[src/hw/rtl/ses_pkg.sv]
// shared types and constants for the encoder speed estimator
`timescale 1ns / 1ps

package ses_pkg;

    // number of wheels handled side by side
    localparam int NUM_WHEELS = 2;

    // field widths
    localparam int COUNT_W = 31;
    localparam int SPEED_W = 32;
    localparam int MOD_W   = 32;
    localparam int DPC_W   = 24;
    localparam int GAIN_W  = 17;
    localparam int RATE_W  = 16;
    localparam int FILT_W  = 48;
    localparam int CFG_IDX_W  = 3;
    localparam int CFG_DATA_W = 32;
    localparam int S_TDATA_W  = 64;
    localparam int M_TDATA_W  = 64;

    // unity filter gain in Q1.16
    localparam logic [GAIN_W-1:0] GAIN_ONE = 17'h10000;

    // configuration register indexes
    typedef enum logic [CFG_IDX_W-1:0] {
        CFG_ENCODER_MODULUS    = 3'd0,
        CFG_DISTANCE_PER_COUNT = 3'd1,
        CFG_FILTER_GAIN        = 3'd2,
        CFG_SAMPLE_RATE        = 3'd3
    } cfg_index_t;

    // reset values of the configuration registers
    localparam logic [MOD_W-1:0]  MODULUS_RST = 32'd1073741827;
    localparam logic [DPC_W-1:0]  DPC_RST     = 24'd18392;
    localparam logic [GAIN_W-1:0] GAIN_RST    = 17'd13107;
    localparam logic [RATE_W-1:0] RATE_RST    = 16'd100;

    // configuration as seen by the lanes
    typedef struct packed {
        logic [MOD_W-1:0]  modulus;
        logic [DPC_W-1:0]  dist_per_count;
        logic [GAIN_W-1:0] gain;
        logic [RATE_W-1:0] rate;
    } ses_cfg_t;

    // sequencer states, one per lane step
    typedef enum logic [2:0] {
        ST_IDLE,
        ST_DIST,
        ST_DIFF,
        ST_PROD,
        ST_FILT,
        ST_SPD,
        ST_OUT
    } ses_state_t;

    // step enables from the sequencer to the lanes and the output stage
    typedef struct packed {
        logic cap;
        logic scale;
        logic diff;
        logic prod;
        logic filt;
        logic spd;
        logic out;
    } ses_step_t;

endpackage

[src/hw/rtl/ses_ctrl.sv]
// step sequencer shared by the wheel lanes
`timescale 1ns / 1ps

module ses_ctrl
    import ses_pkg::*;
(
    input  logic      aclk,
    input  logic      aresetn,
    input  logic      in_valid,
    input  logic      out_room,
    output logic      in_ready,
    output ses_step_t step
);

    ses_state_t state_reg, state_next;

    // state register
    always_ff @(posedge aclk) begin
        if (!aresetn) begin
            state_reg <= ST_IDLE;
        end else begin
            state_reg <= state_next;
        end
    end

    // next state and step enables
    always_comb begin
        state_next = state_reg;
        step       = '0;
        in_ready   = 1'b0;
        unique case (state_reg)
            ST_IDLE: begin
                in_ready = 1'b1;
                if (in_valid) begin
                    step.cap   = 1'b1;
                    state_next = ST_DIST;
                end
            end
            ST_DIST: begin
                step.scale = 1'b1;
                state_next = ST_DIFF;
            end
            ST_DIFF: begin
                step.diff  = 1'b1;
                state_next = ST_PROD;
            end
            ST_PROD: begin
                step.prod  = 1'b1;
                state_next = ST_FILT;
            end
            ST_FILT: begin
                step.filt  = 1'b1;
                state_next = ST_SPD;
            end
            ST_SPD: begin
                step.spd   = 1'b1;
                state_next = ST_OUT;
            end
            ST_OUT: begin
                // hold here until the output register can take the result
                if (out_room) begin
                    step.out   = 1'b1;
                    state_next = ST_IDLE;
                end
            end
            default: begin
                state_next = ST_IDLE;
            end
        endcase
    end

endmodule

[config.mk]
export PLATFORM = sky130hd
export DESIGN_NAME = ses_ctrl
export DESIGN_NICKNAME = d
export VERILOG_FILES = /design/src/hw/rtl/ses_pkg.sv /design/src/hw/rtl/ses_ctrl.sv
export SDC_FILE = /design/constraint.sdc
export NUM_CORES = 1
export LEC_CHECK = 0
export BUFFER_PORTS_ARGS = -buffer_cell sky130_fd_sc_hd__buf_2
export CORE_AREA = 4 4 41 43
export CTS_BUF_LIST = sky130_fd_sc_hd__clkbuf_8
export DETAILED_ROUTE_END_ITERATION = 8
export DIE_AREA = 0 0 45 47
export PLACE_DENSITY_LB_ADDON = 0.1
export SKIP_CTS_REPAIR_TIMING = 1
export SYNTH_ARGS = -nofsm -noshare
export SYNTH_HDL_FRONTEND = slang
export SYNTH_SLANG_ARGS = --single-unit
[constraint.sdc]
create_clock -name aclk -period 1.2 [get_ports aclk]
set_clock_uncertainty 0.15 [all_clocks]
set_input_delay 0.18 -clock aclk [delete_from_list [all_inputs] [get_ports aclk]]
set_output_delay 0.18 -clock aclk [all_outputs]
set_load 0.05 [all_outputs]
# Word level (Yosys, flattened, before mapping)
# Index checks and enable logic that the tools add are counted.
# word_totals
out_inout_bits	8
register_bits	3
wordCells	24
in_bits	4
# op_classes
n_eq_ne	8
muxes	13
reduce_logical	2
# ops
operator	n
$pmux 3 s7	1
$mux 1	10
$eq 3x3->1 const B	3
$eq 3x2->1 const B	2
$mux 3	2
$ne 2x2->1 const B	2
$eq 3x1->1 const B	1
$logic_not 3->1	1
$reduce_and 2->1	1

# Logic depth before layout (Yosys ltp)
# depth
ltp_word	3
ltp_mapped	4
depth_no_buf	3

# Worst setup path after synthesis
# No wires, ideal clock.
# synth_timing
path_type	register to output
startpoint	reg state_reg[1]
endpoint	out step[6] (netlist name)
t_required_ns	0.870
n_path_buf	1
setup_slack_ns	-0.792
path_stages_with_launch	4
arrival_time_ns	1.662
cell_sequence	dfxtp_1 > buf_4 > nor3_2 > and2_1
# synth_lines
item	line_no	rtl
start: declaration	ses_ctrl.sv:15	ses_state_t state_reg, state_next;
start signal: assignment	ses_ctrl.sv:22	state_reg <= state_next;
end: declaration	ses_ctrl.sv:12	output ses_step_t step

==> results_dict.tcl <==
set metrics [dict create \
    slew_viol_final 0 \
    holdPathStages 2 \
    synthCells 23 \
    die_h_um 47 \
    netlist-cell-type-count 17 \
    place_hpwl_um 453 \
    synthesis.area_um2 210 \
    clockBufferDepth 2 \
    status "finished, violations left" \
    rows 13 \
    p_clk_share_pct 45.2 \
    critical_path_class "reg -> out" \
    ys_warn_count 0 \
    wl_per_cell_um 10.3 \
    yosysTopAreaCell "dfxtp_1" \
    grt_usage_pct 7.03 \
    drive_above_1_share_pct 84.1 \
    drtIter0Drc 1 \
    yosysSeqAreaShare_pct 28.6 \
    drv_cap 0 \
    antennaDiodeCount 0 \
    core_area_um2 1300 \
    boundaryPins 12 \
    swShare_pct 31.5 \
    post-route-min-period_ns 1.42 \
    crit_path_start_kind "flop" \
    crit_chain "buf_6, and3b_2, buf_6" \
    grt_overflow_total 0 \
    comb_power_share_pct 35.4 \
    cp_max_fo 5 \
    tightest_slew_ns 0.230 \
    place_congestion 0.704 \
    slowest_stage "dfxtp_4" \
    power.total_mw 0.628 \
    cpMostUsedCell "buf_6" \
    fin_ws_ns -0.224 \
    max_slew_margin_pct 84.5 \
    end_kind "primary output" \
    numCtsBuffers 3 \
    peakVddDrop_mv 0.561 \
    firstDrtPassIters 4 \
    finalCritPeriodShare_pct 119 \
    start_util_pct 16.2 \
    fillers 135 \
    final-hold-violation-count 0 \
    antenna_found_initial 0 \
    drcViolationCount 0 \
    cp.arrival_ns 1.09 \
    hp-class "in -> reg" \
    power_density_nw_per_um2 1250 \
    cts_sinks 3 \
    power_frac_seq_pct 19.3 \
    r2r_cells 5 \
    clkTransAtPathRegs_ns 0.03 \
    synthDominantCellAreaShare_pct 28.6 \
    grt_pass1_wl_um 993 \
    cts-htree-levels 1 \
    drt.antenna.violating_nets 0 \
    ys_seq_elements 3 \
    critPathRequiredTime_ns 0.87 \
    cpPeakStageDelay_ns 0.36 \
    synth_area_leaders "dfxtp_1 (29%), nor3b_1 (14%), and3b_1 (8.3%)" \
    io_buffers 11 \
    first_global_vias 255 \
    cts_root_buf "clkbuf_8" \
    grt_max_degree 8 \
    post-place-ws_ns -0.197 \
    vias 249 \
    area_delta_synth_final_pct 139 \
    setup_viol 8 \
    die_x_um 45 \
    syn_nets 27 \
    rsz0062_at_grt "yes" \
    viasPerCell 4.22 \
    holdWs_ns 0.0617 \
    violations "negative setup slack" \
    finalNetCount 49 \
    wl_um 609 \
    die_area_um2 2120 \
    p_int_mw 0.430 \
    largest_register_ff_count 3 \
    cts_tree "yes" \
    clk_latency_ns 0.22 \
    clock.fmax_mhz 702 \
    power_leakage_nw 0.224 \
    avgSynthCellArea_um2 9.14 \
    p_sw_mw 0.198 \
]
-- cell families after synthesis --
kind of cell	share of synthesized area, %
muxes	4.76
and+or+nand+nor	46.4
AOI/OAI and AO/OA	8.92
DFF	28.6
buffers and inverters	11.3
-- path summary, 6_finish.rpt --
kind / from / to / slack, ns
worst max register to register: state_reg[0] / state_reg[2] / 0.01
worst min register to register: state_reg[0] / state_reg[0] / 0.41
worst max-delay path: state_reg[1] / step[1] / -0.22
worst min-delay path: aresetn / state_reg[1] / 0.06
-- per-stage QoR --
| stage | std cells | setup TNS [ns] | cell area [um^2] | utilization (%) |
|---|---|---|---|---|
| floorplan | 23 | -1.34 | 254 | - |
| global placement | 54 | -0.914 | 358 | 27.5 |
| detailed placement | 54 | -1.00 | 358 | 27.5 |
| CTS | 58 | -2.88 | 403 | 31.0 |
| global route | 59 | -1.93 | 503 | 38.7 |
| finish | 59 | -1.55 | 503 | 38.7 |
-- power by group through the flow --
stage	logic [mW]	clock network [mW]	registers, mW
global placement	0.181	0	0.120
detailed placement	0.181	0	0.121
floorplan	0.143	0	0.112
CTS	0.182	0.292	0.119
finish	0.223	0.284	0.121
global route	0.236	0.307	0.123
-- cells in the final DEF (no fill, tap or decap) --
master,netlist,layout
buf_2,1,3
inv_1,0,1
nor3b_4,0,3
dfxtp_2,0,1
nor3_4,0,1
clkbuf_8,0,3
nor3b_2,0,1
o21ai_1,1,1
buf_6,1,9
nor3_1,1,1
nand2_2,0,1
buf_8,0,2
a21oi_2,1,1
and3b_2,0,2
buf_4,1,5
dfxtp_4,0,2
nor4bb_1,1,1
nor2b_2,1,1
and2_4,0,1
nor2b_1,1,1
mux2i_1,1,1
clkbuf_4,0,1
a21oi_1,1,1
-- per-layer routing --
layer,GRT usage (%),wire length (um),vias up
met4,9.36,27,0
met2,9.04,284,12
met3,2.30,43,4
met1,7.95,253,109
li1,-,-,124
met5,0,0,-
-- critical path: cells and delay by family (launching register included) --
kind / cells / cell delay, ns
buffers and inverters: 2 / 0.28
DFF: 1 / 0.36
and+or+nand+nor: 1 / 0.23
-- cells in the mapped netlist --
library cell / count
a21oi_1: 1
a21oi_2: 1
and2_1: 1
and3b_1: 2
buf_2: 1
buf_4: 1
buf_6: 1
dfxtp_1: 3
mux2i_1: 1
nand2_1: 1
nor2b_1: 1
nor2b_2: 1
nor3_1: 1
nor3_2: 1
nor3b_1: 4
nor4bb_1: 1
o21ai_1: 1
-- layout make-up --
class | count | area [um^2] | share of cell area, %
timing repair buffer | 20 | 191 | 38.1
multi-input combinational | 17 | 179 | 35.6
sequential | 3 | 68.8 | 13.7
clock buffer | 3 | 41.3 | 8.21
tap | 15 | 18.8 | 3.73
clock inverter | 1 | 3.75 | 0.746
No activity file was read; power rests on OpenSTA's default activity.
