### config.mk
export PLATFORM = sky130hd
export DESIGN_NAME = ses_merge
export DESIGN_NICKNAME = d
export VERILOG_FILES = /design/src/hw/rtl/ses_pkg.sv /design/src/hw/rtl/ses_merge.sv
export SDC_FILE = /design/constraint.sdc
export NUM_CORES = 1
export LEC_CHECK = 0
export ABC_AREA = 1
export BUFFER_PORTS_ARGS = -buffer_cell sky130_fd_sc_hd__buf_2
export CORE_MARGIN = 5
export CORE_UTILIZATION = 30
export CTS_CLUSTER_SIZE = 10
export DETAILED_ROUTE_END_ITERATION = 10
export GPL_TIMING_DRIVEN = 0
export PLACE_DENSITY = 0.6
export SYNTH_ARGS = -nofsm -noshare
export SYNTH_HDL_FRONTEND = slang
export SYNTH_SLANG_ARGS = --single-unit
### constraint.sdc
create_clock -name aclk -period 1.27 [get_ports aclk]
set_clock_uncertainty 0.05 [all_clocks]
set_input_delay 0.127 -clock aclk [delete_from_list [all_inputs] [get_ports aclk]]
set_output_delay 0.127 -clock aclk [all_outputs]
set_load 0.05 [all_outputs]
### src/hw/rtl/ses_pkg.sv
// shared types and constants for the encoder speed estimator
`timescale 1ns / 1ps

package ses_pkg;

    // number of wheels handled side by side
    localparam int NUM_WHEELS = 2;

    // field widths
    localparam int COUNT_W = 31;
    localparam int SPEED_W = 32;
    localparam int MOD_W   = 32;
    localparam int DPC_W   = 24;
    localparam int GAIN_W  = 17;
    localparam int RATE_W  = 16;
    localparam int FILT_W  = 48;
    localparam int CFG_IDX_W  = 3;
    localparam int CFG_DATA_W = 32;
    localparam int S_TDATA_W  = 64;
    localparam int M_TDATA_W  = 64;

    // unity filter gain in Q1.16
    localparam logic [GAIN_W-1:0] GAIN_ONE = 17'h10000;

    // configuration register indexes
    typedef enum logic [CFG_IDX_W-1:0] {
        CFG_ENCODER_MODULUS    = 3'd0,
        CFG_DISTANCE_PER_COUNT = 3'd1,
        CFG_FILTER_GAIN        = 3'd2,
        CFG_SAMPLE_RATE        = 3'd3
    } cfg_index_t;

    // reset values of the configuration registers
    localparam logic [MOD_W-1:0]  MODULUS_RST = 32'd1073741827;
    localparam logic [DPC_W-1:0]  DPC_RST     = 24'd18392;
    localparam logic [GAIN_W-1:0] GAIN_RST    = 17'd13107;
    localparam logic [RATE_W-1:0] RATE_RST    = 16'd100;

    // configuration as seen by the lanes
    typedef struct packed {
        logic [MOD_W-1:0]  modulus;
        logic [DPC_W-1:0]  dist_per_count;
        logic [GAIN_W-1:0] gain;
        logic [RATE_W-1:0] rate;
    } ses_cfg_t;

    // sequencer states, one per lane step
    typedef enum logic [2:0] {
        ST_IDLE,
        ST_DIST,
        ST_DIFF,
        ST_PROD,
        ST_FILT,
        ST_SPD,
        ST_OUT
    } ses_state_t;

    // step enables from the sequencer to the lanes and the output stage
    typedef struct packed {
        logic cap;
        logic scale;
        logic diff;
        logic prod;
        logic filt;
        logic spd;
        logic out;
    } ses_step_t;

endpackage

### src/hw/rtl/ses_merge.sv
// joins the lane speeds into one result transaction and holds it
`timescale 1ns / 1ps

module ses_merge
    import ses_pkg::*;
(
    input  logic                        aclk,
    input  logic                        aresetn,
    input  logic                        load,
    input  logic [SPEED_W-1:0]          speed [NUM_WHEELS],
    input  logic                        m_axis_tready,
    output logic                        m_axis_tvalid,
    output logic [M_TDATA_W-1:0]        m_axis_tdata,
    output logic                        room
);

    logic                 valid_reg;
    logic [M_TDATA_W-1:0] data_reg, data_next;

    // pack lane results, first wheel in the low bits
    always_comb begin
        data_next = '0;
        for (int i = 0; i < NUM_WHEELS; i++) begin
            data_next[i*SPEED_W +: SPEED_W] = speed[i];
        end
    end

    assign room = !valid_reg || m_axis_tready;

    // output valid
    always_ff @(posedge aclk) begin
        if (!aresetn) begin
            valid_reg <= 1'b0;
        end else if (load) begin
            valid_reg <= 1'b1;
        end else if (m_axis_tready) begin
            valid_reg <= 1'b0;
        end
    end

    // output payload
    always_ff @(posedge aclk) begin
        if (load) begin
            data_reg <= data_next;
        end
    end

    assign m_axis_tvalid = valid_reg;
    assign m_axis_tdata  = data_reg;

endmodule

Yosys cells after proc, flatten, opt, wreduce, memory -nomap -nowiden

Cells that the tools add are included.

Register bits after elaboration: 65
Bits in latches: 0
Memory bits (writable): 0
Memory bits (read-only): 0
Input port bits: 68
Output and inout port bits: 66
Memories kept: 0

$add $sub $neg: 0
Multiply operators: 0
Divide/modulo/power cells: 0
Order comparisons: 0
Eq/ne operators: 0
Shifts and indexed selects: 0
Mux-type cells: 2
Bitwise logic cells: 0
Reductions and logical operators: 3

Operator list:

| cell               | count |
|---|---|
| 2-to-1 mux 1 bit   | 2 |
| nonzero test 2 bit | 1 |
| logical NOT 1 bit  | 1 |
| logical OR 1 bit   | 1 |

Logic depth before layout (Yosys ltp)

Gate-level depths: netlist of the first run.

Word-level depth: 2
Gate-level depth with buffers: 3
Gate-level depth less buffers: 3

Least setup slack after synthesis of the first run

OpenSTA, ideal clock, no wires.

Kind: register -> register
From: register m_axis_tvalid (netlist name)
To: register valid_reg, in the netlist m_axis_tvalid
Setup time: 0.067 ns
Arrival: 1.100 ns
Data required time: 1.153 ns
Setup slack: 0.054 ns
Cell stages (with the launch flop): 3
Buffers on the path: 0
Clock period less this slack: 1.216 ns
Cells stage by stage: dfxtp_1 -> nand2_2 -> a21oi_2

RTL lines:

| what                 | RTL line        | source |
|---|---|---|
| to (signal assigned) | ses_merge.sv:33 | `valid_reg <= 1'b0;` |
| to (signal assigned) | ses_merge.sv:35 | `valid_reg <= 1'b1;` |
| to (signal assigned) | ses_merge.sv:37 | `valid_reg <= 1'b0;` |
| to (decl)            | ses_merge.sv:17 | `logic valid_reg;` |

==> flow_summary.toml, run 1 <==
[floorplan]
start_util_pct = 31.0
die_x_um = 91.0
die_height_um = 91.0
die-area_um2 = 8280
fp.coreArea_um2 = 6350
pin_count = 134
rows = 29

[power]
p_leak_uw = 0.00157
vdd_drop_max_mv = 0.908
p_int_uw = 4170
comb_power_share_pct = 18.5
clkPwrFrac_pct = 36.9
swShare_pct = 28.0
power.switching_uw = 1620
powerDensity_nw_per_um2 = 1590
sequentialPowerShare_pct = 44.6

[yosys]
ys.warnings.count = 0
yosysTopAreaCell = "edfxtp_1"
yosysUniqueCellTypes = 5
synth.ff_latch_count = 65
synth-seq-area-share_pct = 98.7
syn_nets = 138
synth_area_leaders = "edfxtp_1, dfxtp_1, inv_1"
postSynthCellCount = 70
synth.avg_cell_area_um2 = 28.1
synth_top_cell_area_share_pct = 97.6
syn_area_um2 = 1970

[timing]
max-slew-margin-rel_pct = 46.4
rsz0062_at_grt = "false"
drv_slew = 0
max_freq_mhz = 826
finalSetupViolCount = 0
min_period_ns = 1.21
whs_ns = 0.354
fin_crit_sh_pct = 95.4
tightest_slew_ns = 0.804
hold_violations = 0

[setup_path]
reg2reg_slack_ns = 0.06
cp-end-kind = "register"
critPathKind = "register to register"
cp.required_ns = 1.50
cp.arrival_ns = 1.44
startpoint_type = "register"
path_max_fanout = 2

[placement]
hpwl_um = 3240
dp.cells = 280
gp_congestion = 0.691
numPortBuffers = 133

[worst_hold_path]
worst_hold_path_type = "input port to register"

[drt]
route.antenna.remaining_nets = 0
drt-total-wl_um = 5720
wl_met3_um = 759
drtIter0Drc = 67
num_vias = 1504
drt-met1-wl_um = 1920
top_layer = "met4"
drc = 0
viasPerCell = 4.15
wire_per_inst_um = 15.8
met2_length_um = 2950
firstDrtPassIters = 4

[global_routing]
grt_pass1_vias = 1712
track_usage_pct = 14.5
grt_pass1_wl_um = 8910
antenna_found_initial = 0
grt_overflow = 0
grt_start_max_net_pins = 66

[clock_tree]
cts_tree = "built"
numCtsBuffers = 9
cts_setup_buffers = 0
clkLatencyLatePin_ns = 0.34
cts.reportedPaths.clkPinSlew_ns = 0.08
cts_sinks = 65
cts.htree.levels = 3
cts_root_buf = "clkbuf_8"
clk_path_buf_depth = 2

[outcome]
status = "completed"

[layout]
stdcell_count = 362
syn_to_final_growth_pct = 84.8
final_nets = 348
final_common_cell = "buf_2"
n_antenna_cell = 0
final_cell_mix = "buf_2, dlygate4sd3_1, edfxtp_1, clkbuf_8"
drive_above_1_share_pct = 53.0
utilization_pct = 57.3
fill_cells = 481

[job]
cap_violations = 0
what timing repair did:
action,4_1_cts,5_1_grt
cloned,0,0
hold buffers,66,0
gates resized for setup,1,1
endpoints found under the hold margin,65,0
setup endpoints to repair,65,1
synth_stat cells:
cell type,instances
a21oi_2,1
nand2_2,1
inv_1,3
dfxtp_1,1
edfxtp_1,64
flip-flops by register name, summed over array words and instances (netlist names):
signal and count:
m_axis_tvalid 1, m_axis_tdata 64
final cells by class:
class	count	area [um2]	area share, %
Clock buffer	10	128	3.51
Clock inverter	6	115	3.16
Inverter	3	11.3	0.310
Multi-Input combinational cell	2	15.0	0.413
Sequential cell	65	1940	53.4
Tap cell	77	96.3	2.65
Timing Repair Buffer	199	1330	36.5
logic make-up after synthesis:
family / count (synthesis) / synth area share [%]
AOI/OAI and AO/OA: 1 / 0.445
buffers and inverters: 3 / 0.572
DFF: 65 / 98.7
and+or+nand+nor: 1 / 0.318
path summary, 6_finish.rpt:
kind                 startpoint              end  cells after the start
setup / recovery  m_axis_tvalid    m_axis_tvalid                      3
hold / removal             load  m_axis_tdata[5]                      1
setup reg to reg  m_axis_tvalid    m_axis_tvalid                      3
hold reg to reg   m_axis_tvalid    m_axis_tvalid                      3
power groups by stage:
stage	clock network [uW]	logic, uW	registers, uW
after floorplan	0	10.9	3230
after global placement	0	909	2620
after detailed placement	0	912	2630
after CTS	2200	1070	2580
after global routing	2320	1120	2600
final	2140	1070	2580
metal layers:
metal | global-route usage [%] | vias up
met5 | 0 | -
met4 | 6.97 | 0
met3 | 9.50 | 7
met2 | 23.8 | 94
met1 | 13.9 | 702
li1 | - | 701
through the flow:
stage	worst slack (ns)	instance area (um2)	TNS (ns)	power, uW
final	0.0587	3640	0	5800
after floorplan	0.0537	1970	0	3240
after global placement	-0.347	2730	-22.31	3530
after detailed placement	-0.391	2730	-25.18	3540
after global routing	0.0122	3640	0	6030
after CTS	0.0805	3640	0	5850
critical path: stages (launching register included):
cell	delay, ns
dfxtp_2	0.35
nand2_2	0.06
dlygate4sd3_1	0.57
a21oi_2	0.12
(Power assumes the default switching activity.)
==> run 2, diff against run 1 <==
Clock period 1.27 ns to 1.55 ns, I/O delays scaled along.
==> flow_summary.toml, run 2 (same netlist as run 1, synthesis figures left out) <==
[outcome]
status = "completed"

[drt]
drtIter0Drc = 67
firstDrtPassIters = 4
drc = 0
route.antenna.remaining_nets = 0
viasPerCell = 4.14
met2_length_um = 2930
top_layer = "met4"
drt-total-wl_um = 5760
drt-met1-wl_um = 1930
wl_met3_um = 785
wire_per_inst_um = 15.9
num_vias = 1498

[timing]
max_freq_mhz = 740
max-slew-margin-rel_pct = 45.5
tns_ns = 0
whs_ns = 0.371
hold_violations = 0
fin_crit_sh_pct = 87.2
tightest_slew_ns = 0.817
rsz0062_at_grt = "false"
finalSetupViolCount = 0
drv_slew = 0
min_period_ns = 1.35

[floorplan]
die-area_um2 = 8280
rows = 29
pin_count = 134
die_height_um = 91.0
fp.coreArea_um2 = 6350
die_x_um = 91.0
start_util_pct = 31.0

[placement]
numPortBuffers = 133
hpwl_um = 3240
gp_congestion = 0.691

[layout]
final_nets = 348
largest_reg_flops = 64
syn_to_final_growth_pct = 84.7
n_antenna_cell = 0
drive_above_1_share_pct = 52.6
final_cell_mix = "buf_2, dlygate4sd3_1, edfxtp_1, clkbuf_8"
final_common_cell = "buf_2"

[clock_tree]
clk_path_buf_depth = 2
cts.htree.levels = 3
numCtsBuffers = 9
cts.reportedPaths.clkPinSlew_ns = 0.08
cts_root_buf = "clkbuf_8"
cts_sinks = 65
cts_tree = "built"
cts_setup_buffers = 0
clkLatencyLatePin_ns = 0.34

[global_routing]
antenna_found_initial = 0
grt_pass1_vias = 1734
grt_pass1_wl_um = 9040
grt_start_max_net_pins = 66
grt_overflow = 0
track_usage_pct = 14.6

[power]
powerDensity_nw_per_um2 = 1310
power_uw = 4750
sequentialPowerShare_pct = 44.5
p_int_uw = 3420
power.switching_uw = 1330
swShare_pct = 28.1
clkPwrFrac_pct = 37.0
vdd_drop_max_mv = 0.843
p_leak_uw = 0.00157
comb_power_share_pct = 18.5

[worst_hold_path]
min-delay-start = "load"
worst_hold_path_type = "input port to register"

[setup_path]
startpoint_type = "input port"
critPathKind = "input port to primary output"
critPathLaunch = "m_axis_tready"
cpMostUsedCell = "buf_2"
cp-end-kind = "primary output"
worstReg2RegStart = "m_axis_tvalid"
slowest_stage = "dlygate4sd3_1"
cp.required_ns = 1.34
path_max_fanout = 2
cp_slowest_stage_delay_ns = 0.52
cp.arrival_ns = 1.15
worstPathCellList = "dlygate4sd3_1, buf_2, inv_1, nand2_2, buf_2"

[job]
cap_violations = 0
run 2: cell counts in the layout (fill, tap and decap cells not counted):
Identical to the previous run, type by type.
run 2: power by group through the flow:
| stage | Combinational [uW] | Sequential (uW) | Clock [uW] |
|---|---|---|---|
| 6_report | 879 | 2120 | 1760 |
| 5_1_grt | 918 | 2130 | 1900 |
| 4_1_cts | 877 | 2120 | 1800 |
| 3_5_place_dp | 747 | 2160 | 0 |
| 3_3_place_gp | 745 | 2150 | 0 |
| 2_1_floorplan | 8.89 | 2650 | 0 |
run 2: stage by stage:
stage | setup WS, ns | utilization, % | instances | instance area, um2
after floorplan | 0.334 | - | 70 | 1970
after global placement | -0.0948 | 43.0 | 280 | 2730
after detailed placement | -0.139 | 43.0 | 280 | 2730
after CTS | 0.221 | 57.2 | 362 | 3630
after global routing | 0.146 | 57.3 | 362 | 3640
final | 0.199 | 57.3 | 362 | 3640
run 2: repair_timing:
action | 4_1_cts | 5_1_grt
hold buffers | 66 | 0
gates resized for setup | 0 | 0
hold endpoints to repair | 65 | 0
run 2: worst paths after layout:
path                                   endpoint  slack, ns  cells after the start
worst max register to register    m_axis_tvalid       0.90                      2
worst max-delay path                       room       0.20                      5
worst min-delay path            m_axis_tdata[5]       0.37                      1
worst min register to register    m_axis_tvalid       0.45                      2
run 2: critical path: cells and delay by family:
family,cells,cell delay [ns]
buf+inv,4,0.92
simple gates,1,0.07
run 2: final cells by class:
| class | count | area [um2] |
|---|---|---|
| clock inverter | 6 | 115 |
| timing repair buffer | 199 | 1330 |
| fill | 482 | 2710 |
| tap | 77 | 96.3 |
| sequential | 65 | 1940 |
| multi-input combinational | 2 | 15.0 |
| inverter | 3 | 11.3 |
| clock buffer | 10 | 128 |
run 2: layer usage:
layer / vias to the layer above / GRT usage, %
li1: 699 / -
met3: 9 / 9.75
met5: - / 0
met4: 0 / 6.60
met2: 89 / 24.0
met1: 701 / 14.0
